==> config.mk <==
export PLATFORM = sky130hd
export DESIGN_NAME = greedy_word_wrap
export DESIGN_NICKNAME = d
export VERILOG_FILES = /design/src/rtl/gww_pkg.sv /design/src/rtl/gww_front.sv /design/src/rtl/gww_outq.sv /design/src/rtl/gww_core.sv /design/src/rtl/greedy_word_wrap.sv
export SDC_FILE = /design/constraint.sdc
export NUM_CORES = 1
export LEC_CHECK = 0
export ABC_AREA = 1
export BUFFER_PORTS_ARGS = -buffer_cell sky130_fd_sc_hd__buf_2
export CAP_MARGIN = 10
export CORE_MARGIN = 4
export CORE_UTILIZATION = 30
export CTS_BUF_LIST = sky130_fd_sc_hd__clkbuf_4
export CTS_CLUSTER_DIAMETER = 50
export DETAILED_ROUTE_END_ITERATION = 10
export MAX_ROUTING_LAYER = met4
export PLACE_DENSITY = 0.55
export SETUP_SLACK_MARGIN = 0.2
export SLEW_MARGIN = 25
export SYNTH_ARGS = -nofsm -noshare
export SYNTH_HDL_FRONTEND = slang
export SYNTH_SLANG_ARGS = --single-unit
==> constraint.sdc <==
create_clock -name clk -period 3.7 [get_ports clk]
set_input_delay 0.925 -clock clk [delete_from_list [all_inputs] [get_ports clk]]
set_output_delay 0.925 -clock clk [all_outputs]
set_load 0.1 [all_outputs]
==> src/rtl/gww_pkg.sv <==
package gww_pkg;

    localparam int MAX_LINE = 24;
    localparam int DEPTH = MAX_LINE + 1;
    localparam int IDX_W = $clog2(DEPTH);
    localparam int CNT_W = $clog2(DEPTH + 1);
    localparam int LEN_W = $clog2(2 * DEPTH + 1);
    localparam int Q_DEPTH = 4;
    localparam int Q_PTR_W = $clog2(Q_DEPTH);
    localparam int Q_CNT_W = $clog2(Q_DEPTH + 1);

    localparam logic [7:0] CH_NL = 8'h0a;
    localparam logic [7:0] CH_SP = 8'h20;

    localparam logic [0:0] REG_MAX_LINE_LEN = 1'b0;

    typedef struct packed {
        logic [7:0] ch;
        logic       is_last;
    } in_t;

    typedef struct packed {
        logic [7:0] out_ch;
        logic       has_char;
        logic       out_last;
    } out_t;

    typedef struct packed {
        logic [7:0] ch;
        logic       is_last;
        logic       is_ws;
    } qitem_t;

    function automatic logic is_ws(input logic [7:0] c);
        return (c == CH_SP) || (c >= 8'd9 && c <= 8'd13);
    endfunction

endpackage

==> src/rtl/gww_front.sv <==
module gww_front (
    input  logic            clk,
    input  logic            rst_n,
    input  logic            push,
    output logic            full,
    input  gww_pkg::in_t    item,
    input  logic            q_pop,
    output logic            q_valid,
    output gww_pkg::qitem_t q_item
);
    import gww_pkg::*;

    qitem_t               mem_reg [Q_DEPTH];
    logic [Q_PTR_W-1:0]   wr_reg;
    logic [Q_PTR_W-1:0]   rd_reg;
    logic [Q_CNT_W-1:0]   cnt_reg;
    logic                 do_push;
    logic                 do_pop;

    assign full    = (cnt_reg == Q_CNT_W'(Q_DEPTH));
    assign q_valid = (cnt_reg != '0);
    assign q_item  = mem_reg[rd_reg];
    assign do_push = push && !full;
    assign do_pop  = q_pop && q_valid;

    // Whitespace is classified on the way in so the sequencer sees it ready.
    always_ff @(posedge clk)
    begin
        if (do_push)
        begin
            mem_reg[wr_reg] <= '{ch: item.ch, is_last: item.is_last, is_ws: is_ws(item.ch)};
        end
    end

    always_ff @(posedge clk or negedge rst_n)
    begin
        if (!rst_n)
        begin
            wr_reg  <= '0;
            rd_reg  <= '0;
            cnt_reg <= '0;
        end
        else
        begin
            if (do_push) wr_reg <= wr_reg + 1'b1;
            if (do_pop)  rd_reg <= rd_reg + 1'b1;
            if (do_push && !do_pop)      cnt_reg <= cnt_reg + 1'b1;
            else if (!do_push && do_pop) cnt_reg <= cnt_reg - 1'b1;
        end
    end

endmodule

==> src/rtl/gww_outq.sv <==
module gww_outq (
    input  logic          clk,
    input  logic          rst_n,
    input  logic          wr,
    input  gww_pkg::out_t wdata,
    output logic          wfull,
    output logic          empty,
    input  logic          pop,
    output gww_pkg::out_t result
);
    import gww_pkg::*;

    out_t                 mem_reg [Q_DEPTH];
    logic [Q_PTR_W-1:0]   wr_reg;
    logic [Q_PTR_W-1:0]   rd_reg;
    logic [Q_CNT_W-1:0]   cnt_reg;
    logic                 do_wr;
    logic                 do_rd;

    assign wfull  = (cnt_reg == Q_CNT_W'(Q_DEPTH));
    assign empty  = (cnt_reg == '0);
    assign result = mem_reg[rd_reg];
    assign do_wr  = wr && !wfull;
    assign do_rd  = pop && !empty;

    always_ff @(posedge clk)
    begin
        if (do_wr) mem_reg[wr_reg] <= wdata;
    end

    always_ff @(posedge clk or negedge rst_n)
    begin
        if (!rst_n)
        begin
            wr_reg  <= '0;
            rd_reg  <= '0;
            cnt_reg <= '0;
        end
        else
        begin
            if (do_wr) wr_reg <= wr_reg + 1'b1;
            if (do_rd) rd_reg <= rd_reg + 1'b1;
            if (do_wr && !do_rd)      cnt_reg <= cnt_reg + 1'b1;
            else if (!do_wr && do_rd) cnt_reg <= cnt_reg - 1'b1;
        end
    end

endmodule

==> src/rtl/gww_core.sv <==
module gww_core (
    input  logic            clk,
    input  logic            rst_n,
    input  logic [4:0]      max_line_len,
    input  logic            q_valid,
    input  gww_pkg::qitem_t q_item,
    output logic            q_pop,
    output logic            o_wr,
    output gww_pkg::out_t   o_data,
    input  logic            o_full
);
    import gww_pkg::*;

    typedef enum logic [3:0] {
        S_IDLE, S_REPLAY, S_HEADOUT, S_WRAP, S_FLUSH, S_FLSEP, S_FLWORD,
        S_LONGNL, S_LONGW, S_FLNL, S_ENDS, S_FINAL
    } state_t;

    state_t            state_reg, state_next;
    state_t            ret_reg, ret_next;
    logic [7:0]        head_reg [DEPTH];
    logic              head_ws_reg [DEPTH];
    logic [7:0]        word_reg [DEPTH];
    logic [CNT_W-1:0]  hc_reg, hc_next;
    logic [CNT_W-1:0]  wl_reg, wl_next;
    logic [CNT_W-1:0]  idx_reg, idx_next;
    logic [CNT_W-1:0]  widx_reg, widx_next;
    logic [4:0]        ll_reg, ll_next;
    logic              wrap_reg, wrap_next;
    logic              stream_reg, stream_next;
    logic              lif_reg, lif_next;
    logic [7:0]        cur_reg, cur_next;
    logic              cur_ws_reg, cur_ws_next;
    logic              last_reg, last_next;
    logic [7:0]        sep_reg, sep_next;
    logic              pend_v_reg, pend_v_next;
    logic [7:0]        pend_reg;

    logic [4:0]        lim;
    logic              emit_v;
    logic [7:0]        emit_c;
    logic              emit_ok;
    logic              emit_fire;
    logic              head_we;
    logic              word_we;
    logic [CNT_W-1:0]  cnt_inc;
    logic [LEN_W-1:0]  joined;

    assign lim = (max_line_len == 5'd0) ? 5'd1 :
                 (max_line_len > 5'(MAX_LINE)) ? 5'(MAX_LINE) : max_line_len;
    assign emit_ok   = !pend_v_reg || !o_full;
    assign emit_fire = emit_v && emit_ok;
    assign joined    = LEN_W'(ll_reg) + LEN_W'(1) + LEN_W'(wl_reg);

    always_comb
    begin
        state_next  = state_reg;
        ret_next    = ret_reg;
        hc_next     = hc_reg;
        wl_next     = wl_reg;
        idx_next    = idx_reg;
        widx_next   = widx_reg;
        ll_next     = ll_reg;
        wrap_next   = wrap_reg;
        stream_next = stream_reg;
        lif_next    = lif_reg;
        cur_next    = cur_reg;
        cur_ws_next = cur_ws_reg;
        last_next   = last_reg;
        sep_next    = sep_reg;
        pend_v_next = pend_v_reg;
        emit_v      = 1'b0;
        emit_c      = 8'd0;
        q_pop       = 1'b0;
        o_wr        = 1'b0;
        o_data      = '{out_ch: pend_reg, has_char: 1'b1, out_last: 1'b0};
        head_we     = 1'b0;
        word_we     = 1'b0;
        cnt_inc     = '0;

        case (state_reg)
            S_IDLE:
            begin
                if (q_valid)
                begin
                    q_pop       = 1'b1;
                    cur_next    = q_item.ch;
                    cur_ws_next = q_item.is_ws;
                    last_next   = q_item.is_last;
                    if (wrap_reg)
                    begin
                        ret_next   = S_ENDS;
                        state_next = S_WRAP;
                    end
                    else
                    begin
                        if (hc_reg < CNT_W'(DEPTH))
                        begin
                            head_we = 1'b1;
                            cnt_inc = hc_reg + 1'b1;
                        end
                        else
                        begin
                            cnt_inc = hc_reg;
                        end
                        hc_next  = cnt_inc;
                        idx_next = '0;
                        if (cnt_inc > CNT_W'(lim))
                        begin
                            wrap_next  = 1'b1;
                            state_next = S_REPLAY;
                        end
                        else if (q_item.is_last)
                        begin
                            state_next = S_HEADOUT;
                        end
                        else
                        begin
                            state_next = S_ENDS;
                        end
                    end
                end
            end
            S_REPLAY:
            begin
                if (idx_reg < hc_reg)
                begin
                    cur_next    = head_reg[idx_reg[IDX_W-1:0]];
                    cur_ws_next = head_ws_reg[idx_reg[IDX_W-1:0]];
                    idx_next    = idx_reg + 1'b1;
                    ret_next    = S_REPLAY;
                    state_next  = S_WRAP;
                end
                else
                begin
                    state_next = S_ENDS;
                end
            end
            S_HEADOUT:
            begin
                if (idx_reg < hc_reg)
                begin
                    emit_v = 1'b1;
                    emit_c = head_reg[idx_reg[IDX_W-1:0]];
                    if (emit_ok) idx_next = idx_reg + 1'b1;
                end
                else
                begin
                    state_next = S_ENDS;
                end
            end
            S_WRAP:
            begin
                if (cur_ws_reg)
                begin
                    state_next = S_FLUSH;
                end
                else if (stream_reg)
                begin
                    emit_v = 1'b1;
                    emit_c = cur_reg;
                    if (emit_ok) state_next = ret_reg;
                end
                else
                begin
                    if (wl_reg < CNT_W'(DEPTH))
                    begin
                        word_we = 1'b1;
                        cnt_inc = wl_reg + 1'b1;
                    end
                    else
                    begin
                        cnt_inc = wl_reg;
                    end
                    wl_next = cnt_inc;
                    if (cnt_inc > CNT_W'(lim))
                    begin
                        lif_next   = 1'b0;
                        state_next = S_LONGNL;
                    end
                    else
                    begin
                        state_next = ret_reg;
                    end
                end
            end
            S_FLUSH:
            begin
                widx_next = '0;
                if (!stream_reg && wl_reg == '0)
                begin
                    state_next = ret_reg;
                end
                else if (!stream_reg && wl_reg > CNT_W'(lim))
                begin
                    lif_next   = 1'b1;
                    state_next = S_LONGNL;
                end
                else if (stream_reg)
                begin
                    state_next = S_FLNL;
                end
                else if (ll_reg == 5'd0)
                begin
                    ll_next    = wl_reg[4:0];
                    state_next = S_FLWORD;
                end
                else if (joined <= LEN_W'(lim))
                begin
                    sep_next   = CH_SP;
                    ll_next    = joined[4:0];
                    state_next = S_FLSEP;
                end
                else
                begin
                    sep_next   = CH_NL;
                    ll_next    = wl_reg[4:0];
                    state_next = S_FLSEP;
                end
            end
            S_FLSEP:
            begin
                emit_v = 1'b1;
                emit_c = sep_reg;
                if (emit_ok) state_next = S_FLWORD;
            end
            S_FLWORD:
            begin
                if (widx_reg < wl_reg)
                begin
                    emit_v = 1'b1;
                    emit_c = word_reg[widx_reg[IDX_W-1:0]];
                    if (emit_ok) widx_next = widx_reg + 1'b1;
                end
                else
                begin
                    wl_next    = '0;
                    state_next = ret_reg;
                end
            end
            S_LONGNL:
            begin
                widx_next = '0;
                if (ll_reg != 5'd0)
                begin
                    emit_v = 1'b1;
                    emit_c = CH_NL;
                    if (emit_ok) state_next = S_LONGW;
                end
                else
                begin
                    state_next = S_LONGW;
                end
            end
            S_LONGW:
            begin
                if (widx_reg < wl_reg)
                begin
                    emit_v = 1'b1;
                    emit_c = word_reg[widx_reg[IDX_W-1:0]];
                    if (emit_ok) widx_next = widx_reg + 1'b1;
                end
                else
                begin
                    wl_next     = '0;
                    stream_next = 1'b1;
                    state_next  = lif_reg ? S_FLNL : ret_reg;
                end
            end
            S_FLNL:
            begin
                emit_v = 1'b1;
                emit_c = CH_NL;
                if (emit_ok)
                begin
                    stream_next = 1'b0;
                    ll_next     = 5'd0;
                    state_next  = ret_reg;
                end
            end
            S_ENDS:
            begin
                if (last_reg)
                begin
                    if (wrap_reg)
                    begin
                        ret_next   = S_FINAL;
                        state_next = S_FLUSH;
                    end
                    else
                    begin
                        state_next = S_FINAL;
                    end
                end
                else if (pend_v_reg)
                begin
                    // The held character goes out once the output queue has room; then the step is over.
                    o_wr = 1'b1;
                    if (!o_full)
                    begin
                        pend_v_next = 1'b0;
                        state_next  = S_IDLE;
                    end
                end
                else
                begin
                    state_next = S_IDLE;
                end
            end
            S_FINAL:
            begin
                o_wr = 1'b1;
                if (pend_v_reg)
                    o_data = '{out_ch: pend_reg, has_char: 1'b1, out_last: 1'b1};
                else
                    o_data = '{out_ch: 8'd0, has_char: 1'b0, out_last: 1'b1};
                if (!o_full)
                begin
                    pend_v_next = 1'b0;
                    hc_next     = '0;
                    wl_next     = '0;
                    ll_next     = 5'd0;
                    wrap_next   = 1'b0;
                    stream_next = 1'b0;
                    state_next  = S_IDLE;
                end
            end
            default:
            begin
                state_next = S_IDLE;
            end
        endcase

        // A new character pushes the held one out, so the last one of a
        // string can still be marked when the string ends.
        if (emit_fire)
        begin
            o_wr        = pend_v_reg;
            pend_v_next = 1'b1;
        end
    end

    always_ff @(posedge clk)
    begin
        if (head_we)
        begin
            head_reg[hc_reg[IDX_W-1:0]]    <= q_item.ch;
            head_ws_reg[hc_reg[IDX_W-1:0]] <= q_item.is_ws;
        end
        if (word_we) word_reg[wl_reg[IDX_W-1:0]] <= cur_reg;
        if (emit_fire) pend_reg <= emit_c;
        cur_reg    <= cur_next;
        cur_ws_reg <= cur_ws_next;
        sep_reg    <= sep_next;
        idx_reg    <= idx_next;
        widx_reg   <= widx_next;
    end

    always_ff @(posedge clk or negedge rst_n)
    begin
        if (!rst_n)
        begin
            state_reg  <= S_IDLE;
            ret_reg    <= S_ENDS;
            hc_reg     <= '0;
            wl_reg     <= '0;
            ll_reg     <= 5'd0;
            wrap_reg   <= 1'b0;
            stream_reg <= 1'b0;
            lif_reg    <= 1'b0;
            last_reg   <= 1'b0;
            pend_v_reg <= 1'b0;
        end
        else
        begin
            state_reg  <= state_next;
            ret_reg    <= ret_next;
            hc_reg     <= hc_next;
            wl_reg     <= wl_next;
            ll_reg     <= ll_next;
            wrap_reg   <= wrap_next;
            stream_reg <= stream_next;
            lif_reg    <= lif_next;
            last_reg   <= last_next;
            pend_v_reg <= pend_v_next;
        end
    end

endmodule

==> src/rtl/greedy_word_wrap.sv <==
// Greedy word wrap of a byte stream. Bytes enter through a four-entry input
// queue and results leave through a four-entry output queue, so either side
// may stall. A sequencer handles one queued byte at a time. A byte that is
// only held at the head of a string is taken in, then the step is closed. A
// byte added to a word, or streamed as part of a long word, is taken in,
// classified, and then the step is closed. A whitespace byte that ends a word
// is taken in and classified; then the separator, if any, is chosen and sent,
// the word goes out at one character per cycle while the output queue has
// room, the word is closed and the step is closed. When a string first exceeds
// the line limit, the held head bytes are replayed through the wrapper,
// together with the output of each word they complete. A character that must
// push a held one into a full output queue stalls the sequencer until there
// is room. A string that ends within the limit is passed through unchanged.
// Each string's final result has out_last set; a string whose last byte
// yields no character ends with a bare marker (has_char low). The line limit
// is the register at byte address 0; 0 acts as 1 and values above 24 act as 24.
module greedy_word_wrap (
    input  logic          clk,
    input  logic          rst_n,
    input  logic          push,
    output logic          full,
    input  gww_pkg::in_t  item,
    output logic          empty,
    input  logic          pop,
    output gww_pkg::out_t result,
    input  logic          psel,
    input  logic          penable,
    input  logic          pwrite,
    input  logic [2:0]    paddr,
    input  logic [31:0]   pwdata,
    output logic [31:0]   prdata,
    output logic          pready
);
    import gww_pkg::*;

    logic [4:0]  max_line_len_reg;
    logic        q_valid;
    qitem_t      q_item;
    logic        q_pop;
    logic        o_wr;
    out_t        o_data;
    logic        o_full;

    assign pready = 1'b1;
    assign prdata = (paddr[2] == REG_MAX_LINE_LEN) ? {27'd0, max_line_len_reg} : 32'd0;

    always_ff @(posedge clk or negedge rst_n)
    begin
        if (!rst_n)
            max_line_len_reg <= 5'(MAX_LINE);
        else if (psel && penable && pwrite && paddr[2] == REG_MAX_LINE_LEN)
            max_line_len_reg <= pwdata[4:0];
    end

    gww_front u_front (
        .clk     (clk),
        .rst_n   (rst_n),
        .push    (push),
        .full    (full),
        .item    (item),
        .q_pop   (q_pop),
        .q_valid (q_valid),
        .q_item  (q_item)
    );

    gww_core u_core (
        .clk          (clk),
        .rst_n        (rst_n),
        .max_line_len (max_line_len_reg),
        .q_valid      (q_valid),
        .q_item       (q_item),
        .q_pop        (q_pop),
        .o_wr         (o_wr),
        .o_data       (o_data),
        .o_full       (o_full)
    );

    gww_outq u_outq (
        .clk    (clk),
        .rst_n  (rst_n),
        .wr     (o_wr),
        .wdata  (o_data),
        .wfull  (o_full),
        .empty  (empty),
        .pop    (pop),
        .result (result)
    );

endmodule

==> flow_summary.json <==
{
  "dieWidth_um": 302,
  "antenna_found_initial": 2,
  "clock_sinks": 589,
  "path_clk_slew_ps": 70,
  "finalHoldViolCount": 0,
  "hp-class": "input pin to asynchronous set/reset pin",
  "timing.rr.start": "u_core.wl_reg[1]",
  "power.density_nw_per_um2": 827,
  "async_flop_share_pct": 7.64,
  "finalInstanceArea_um2": 29700,
  "swShare_pct": 41.1,
  "slew_headroom_pct": 27.5,
  "clock-root-buffer": "clkbuf_4",
  "r2r-end": "u_outq.cnt_reg[2]",
  "cp-end-kind": "register",
  "drcViolationCount": 0,
  "fin_ws_ps": 477,
  "ys_seq_area_share_pct": 67.1,
  "clkPwrFrac_pct": 22.1,
  "cp-start-kind": "register",
  "clock.fmax_mhz": 310,
  "clock_latency_ps": 870,
  "num_io_pins": 96,
  "avgSynthCellArea_um2": 11.3,
  "cts_hold_buf": 0,
  "grt_pass1_wl_um": 102000,
  "cts_made_buffers": 146,
  "finalWirelength_um": 66800,
  "cp_slowest_stage_delay_ps": 550,
  "synthFlopType": "edfxtp_1",
  "maxSlewViolCount": 0,
  "wl_per_cell_um": 18.0,
  "num_rows": 107,
  "syn2layout_area_growth_pct": 14.7,
  "vias": 18100,
  "vias_per_cell": 4.86,
  "leakage_nw": 11.1,
  "ys_warn_count": 0,
  "synthesis.area_um2": 25900,
  "start_util_pct": 30.3,
  "tightest_slew_ps": 1080,
  "ir_drop_mv": 0.559,
  "die_h_um": 302,
  "drive_above_1_share_pct": 16.0,
  "outcome": "finished, final reports clean",
  "dieArea_um2": 91100,
  "path_class": "register to register",
  "first_global_vias": 18000,
  "fin_nets": 2579,
  "worst_ep_required_time_ps": 4420,
  "reg2reg_depth": 18,
  "power_frac_seq_pct": 40.4,
  "combPwrFrac_pct": 37.5,
  "cpMostUsedCell": "inv_1",
  "rsz0062_at_grt": "no",
  "io_buffers": 38,
  "min_period_ps": 3220,
  "core_um2": 85400,
  "synth_edf_count": 534,
  "synth_cells": 2295,
  "finalCritPeriodShare_pct": 87.1,
  "hpwl_um": 42400,
  "grt_usage_pct": 14.9,
  "final_cell_mix": "534 x edfxtp_1, 390 x nand2_1, 264 x nor2_1",
  "clock_path_buffers": 3,
  "r2r_slack_ps": 480,
  "h-tree-depth": 4,
  "synth_seq_cells": 589,
  "synth_top_area_share_pct": 61.9,
  "synth_area_leader_cell": "edfxtp_1",
  "tns_ps": 0,
  "grt_max_degree": 97,
  "final_common_cell": "edfxtp_1",
  "path_cells": "inv_1, ha_1, a21oi_1, o21a_1, nand2_1, inv_1, nand2_4, nand4_1, nand2_2, nand2_2, nand3_4, inv_1, ha_1, inv_1, fa_1, a21oi_1, o21ai_0, xor2_1",
  "skew_ps": 57.5,
  "yosys-top-cells-area": "edfxtp_1 62%, nand2_1 5.7%, dfrtp_1 4.1%, nor2_1 3.8%, nand3_1 3.8%",
  "place_ws_ps": 411,
  "intPower_mw": 14.5,
  "drv_cap": 0,
  "drt_iter0_markers": 1527,
  "gp_congestion": 0.879,
  "place_area_um2": 27700,
  "critPathMaxFanout": 7,
  "setup_viol": 0,
  "hold-worst-slack_ps": 188,
  "synthDistinctLibCells": 57,
  "gr-total-overflow": 0,
  "dr.pass1.iters": 5,
  "critPathArrivalTime_ps": 3940,
  "tritoncts": "yes",
  "p_sw_mw": 10.1,
  "ant_nets": 0,
  "slowest_stage": "dfrtp_1"
}
-- repair_timing --
| action | 4_1_cts | 5_1_grt |
|---|---|---|
| endpoints found under the hold margin | 0 | 0 |
| setup endpoints to repair | 8 | 12 |
| resized for setup | 8 | 10 |
| setup buffers | 0 | 2 |
-- per-stage QoR --
step | std cells | total power [mW] | util, %
CTS | 3704 | 24.6 | 34.6
global placement | 3462 | 18.8 | 32.4
floorplan | 2321 | 15.8 | -
finish | 3715 | 24.6 | 34.8
detailed placement | 3462 | 19.1 | 32.4
global route | 3715 | 26.2 | 34.8
-- area by class of cell --
type / count / area (um2)
Fill cell: 8589 / 55700
Sequential cell: 589 / 17400
Multi-Input combinational cell: 1450 / 7460
Clock buffer: 193 / 1450
Tap cell: 1144 / 1430
Timing Repair Buffer: 133 / 1010
Inverter: 154 / 589
Clock inverter: 49 / 375
Antenna cell: 3 / 7.51
-- power groups by stage --
stage | clock network [mW] | registers [mW] | logic (mW)
global route | 5.99 | 10.0 | 10.1
finish | 5.43 | 9.93 | 9.21
global placement | 0 | 10.2 | 8.64
detailed placement | 0 | 10.2 | 8.88
floorplan | 0 | 9.68 | 6.15
CTS | 5.60 | 10.1 | 8.95
-- cell usage after synthesis (all sizes together) (35+ instances only) --
cell type  number
nor2          275
clkbuf         61
o21ai         204
ha             51
inv           151
dfrtp          42
buf            67
edfxtp        534
a21oi         102
nand3         198
o22ai          35
o221ai         36
nand2         402
-- worst max-delay path: cells and delay by family (launching register included) --
kind / cells / cell delay (ps)
xor gates and xnor gates: 1 / 150
DFF: 1 / 550
adders and majority gates: 3 / 770
buffers and inverters: 4 / 410
AOI/OAI and AO/OA: 4 / 530
and+or+nand+nor: 6 / 700
-- metal layers --
layer | track usage [%] | share of wire (%) | vias up
li1 | - | - | 8574
met1 | 18.7 | 43 | 8797
met2 | 24.0 | 48 | 587
met3 | 3.48 | 6.8 | 101
met4 | 4.40 | 2.2 | 0
met5 | - | 0 | -
-- cell families (layout without fill, tap and decap cells) --
family          after synthesis  after routing  share of synthesized area [%]
xor+xnor                     16             16                          0.541
compound gates              430            430                           9.56
buf+inv                     282            529                           4.70
other cells                   2             31                         0.0290
simple gates                918            918                           15.2
fa+ha+maj                    54             54                           2.70
flops                       589            589                           67.1
mux                           4              4                          0.164
-- how the worst max path moves through the flow --
stage / to / slack (ps) / start / cells after the start
global route: u_outq.cnt_reg[2] / 200 / u_core.hc_reg[3] / 18
CTS: result[0] / 210 / u_outq.rd_reg[1] / 4
global placement: u_outq.cnt_reg[2] / 430 / u_core.wl_reg[4] / 18
floorplan: result[0] / 530 / u_outq.rd_reg[0] / 4
finish: u_outq.cnt_reg[2] / 480 / u_core.wl_reg[1] / 18
detailed placement: u_outq.cnt_reg[2] / 410 / u_core.wl_reg[4] / 17
No activity file was read; power rests on OpenSTA's default activity.
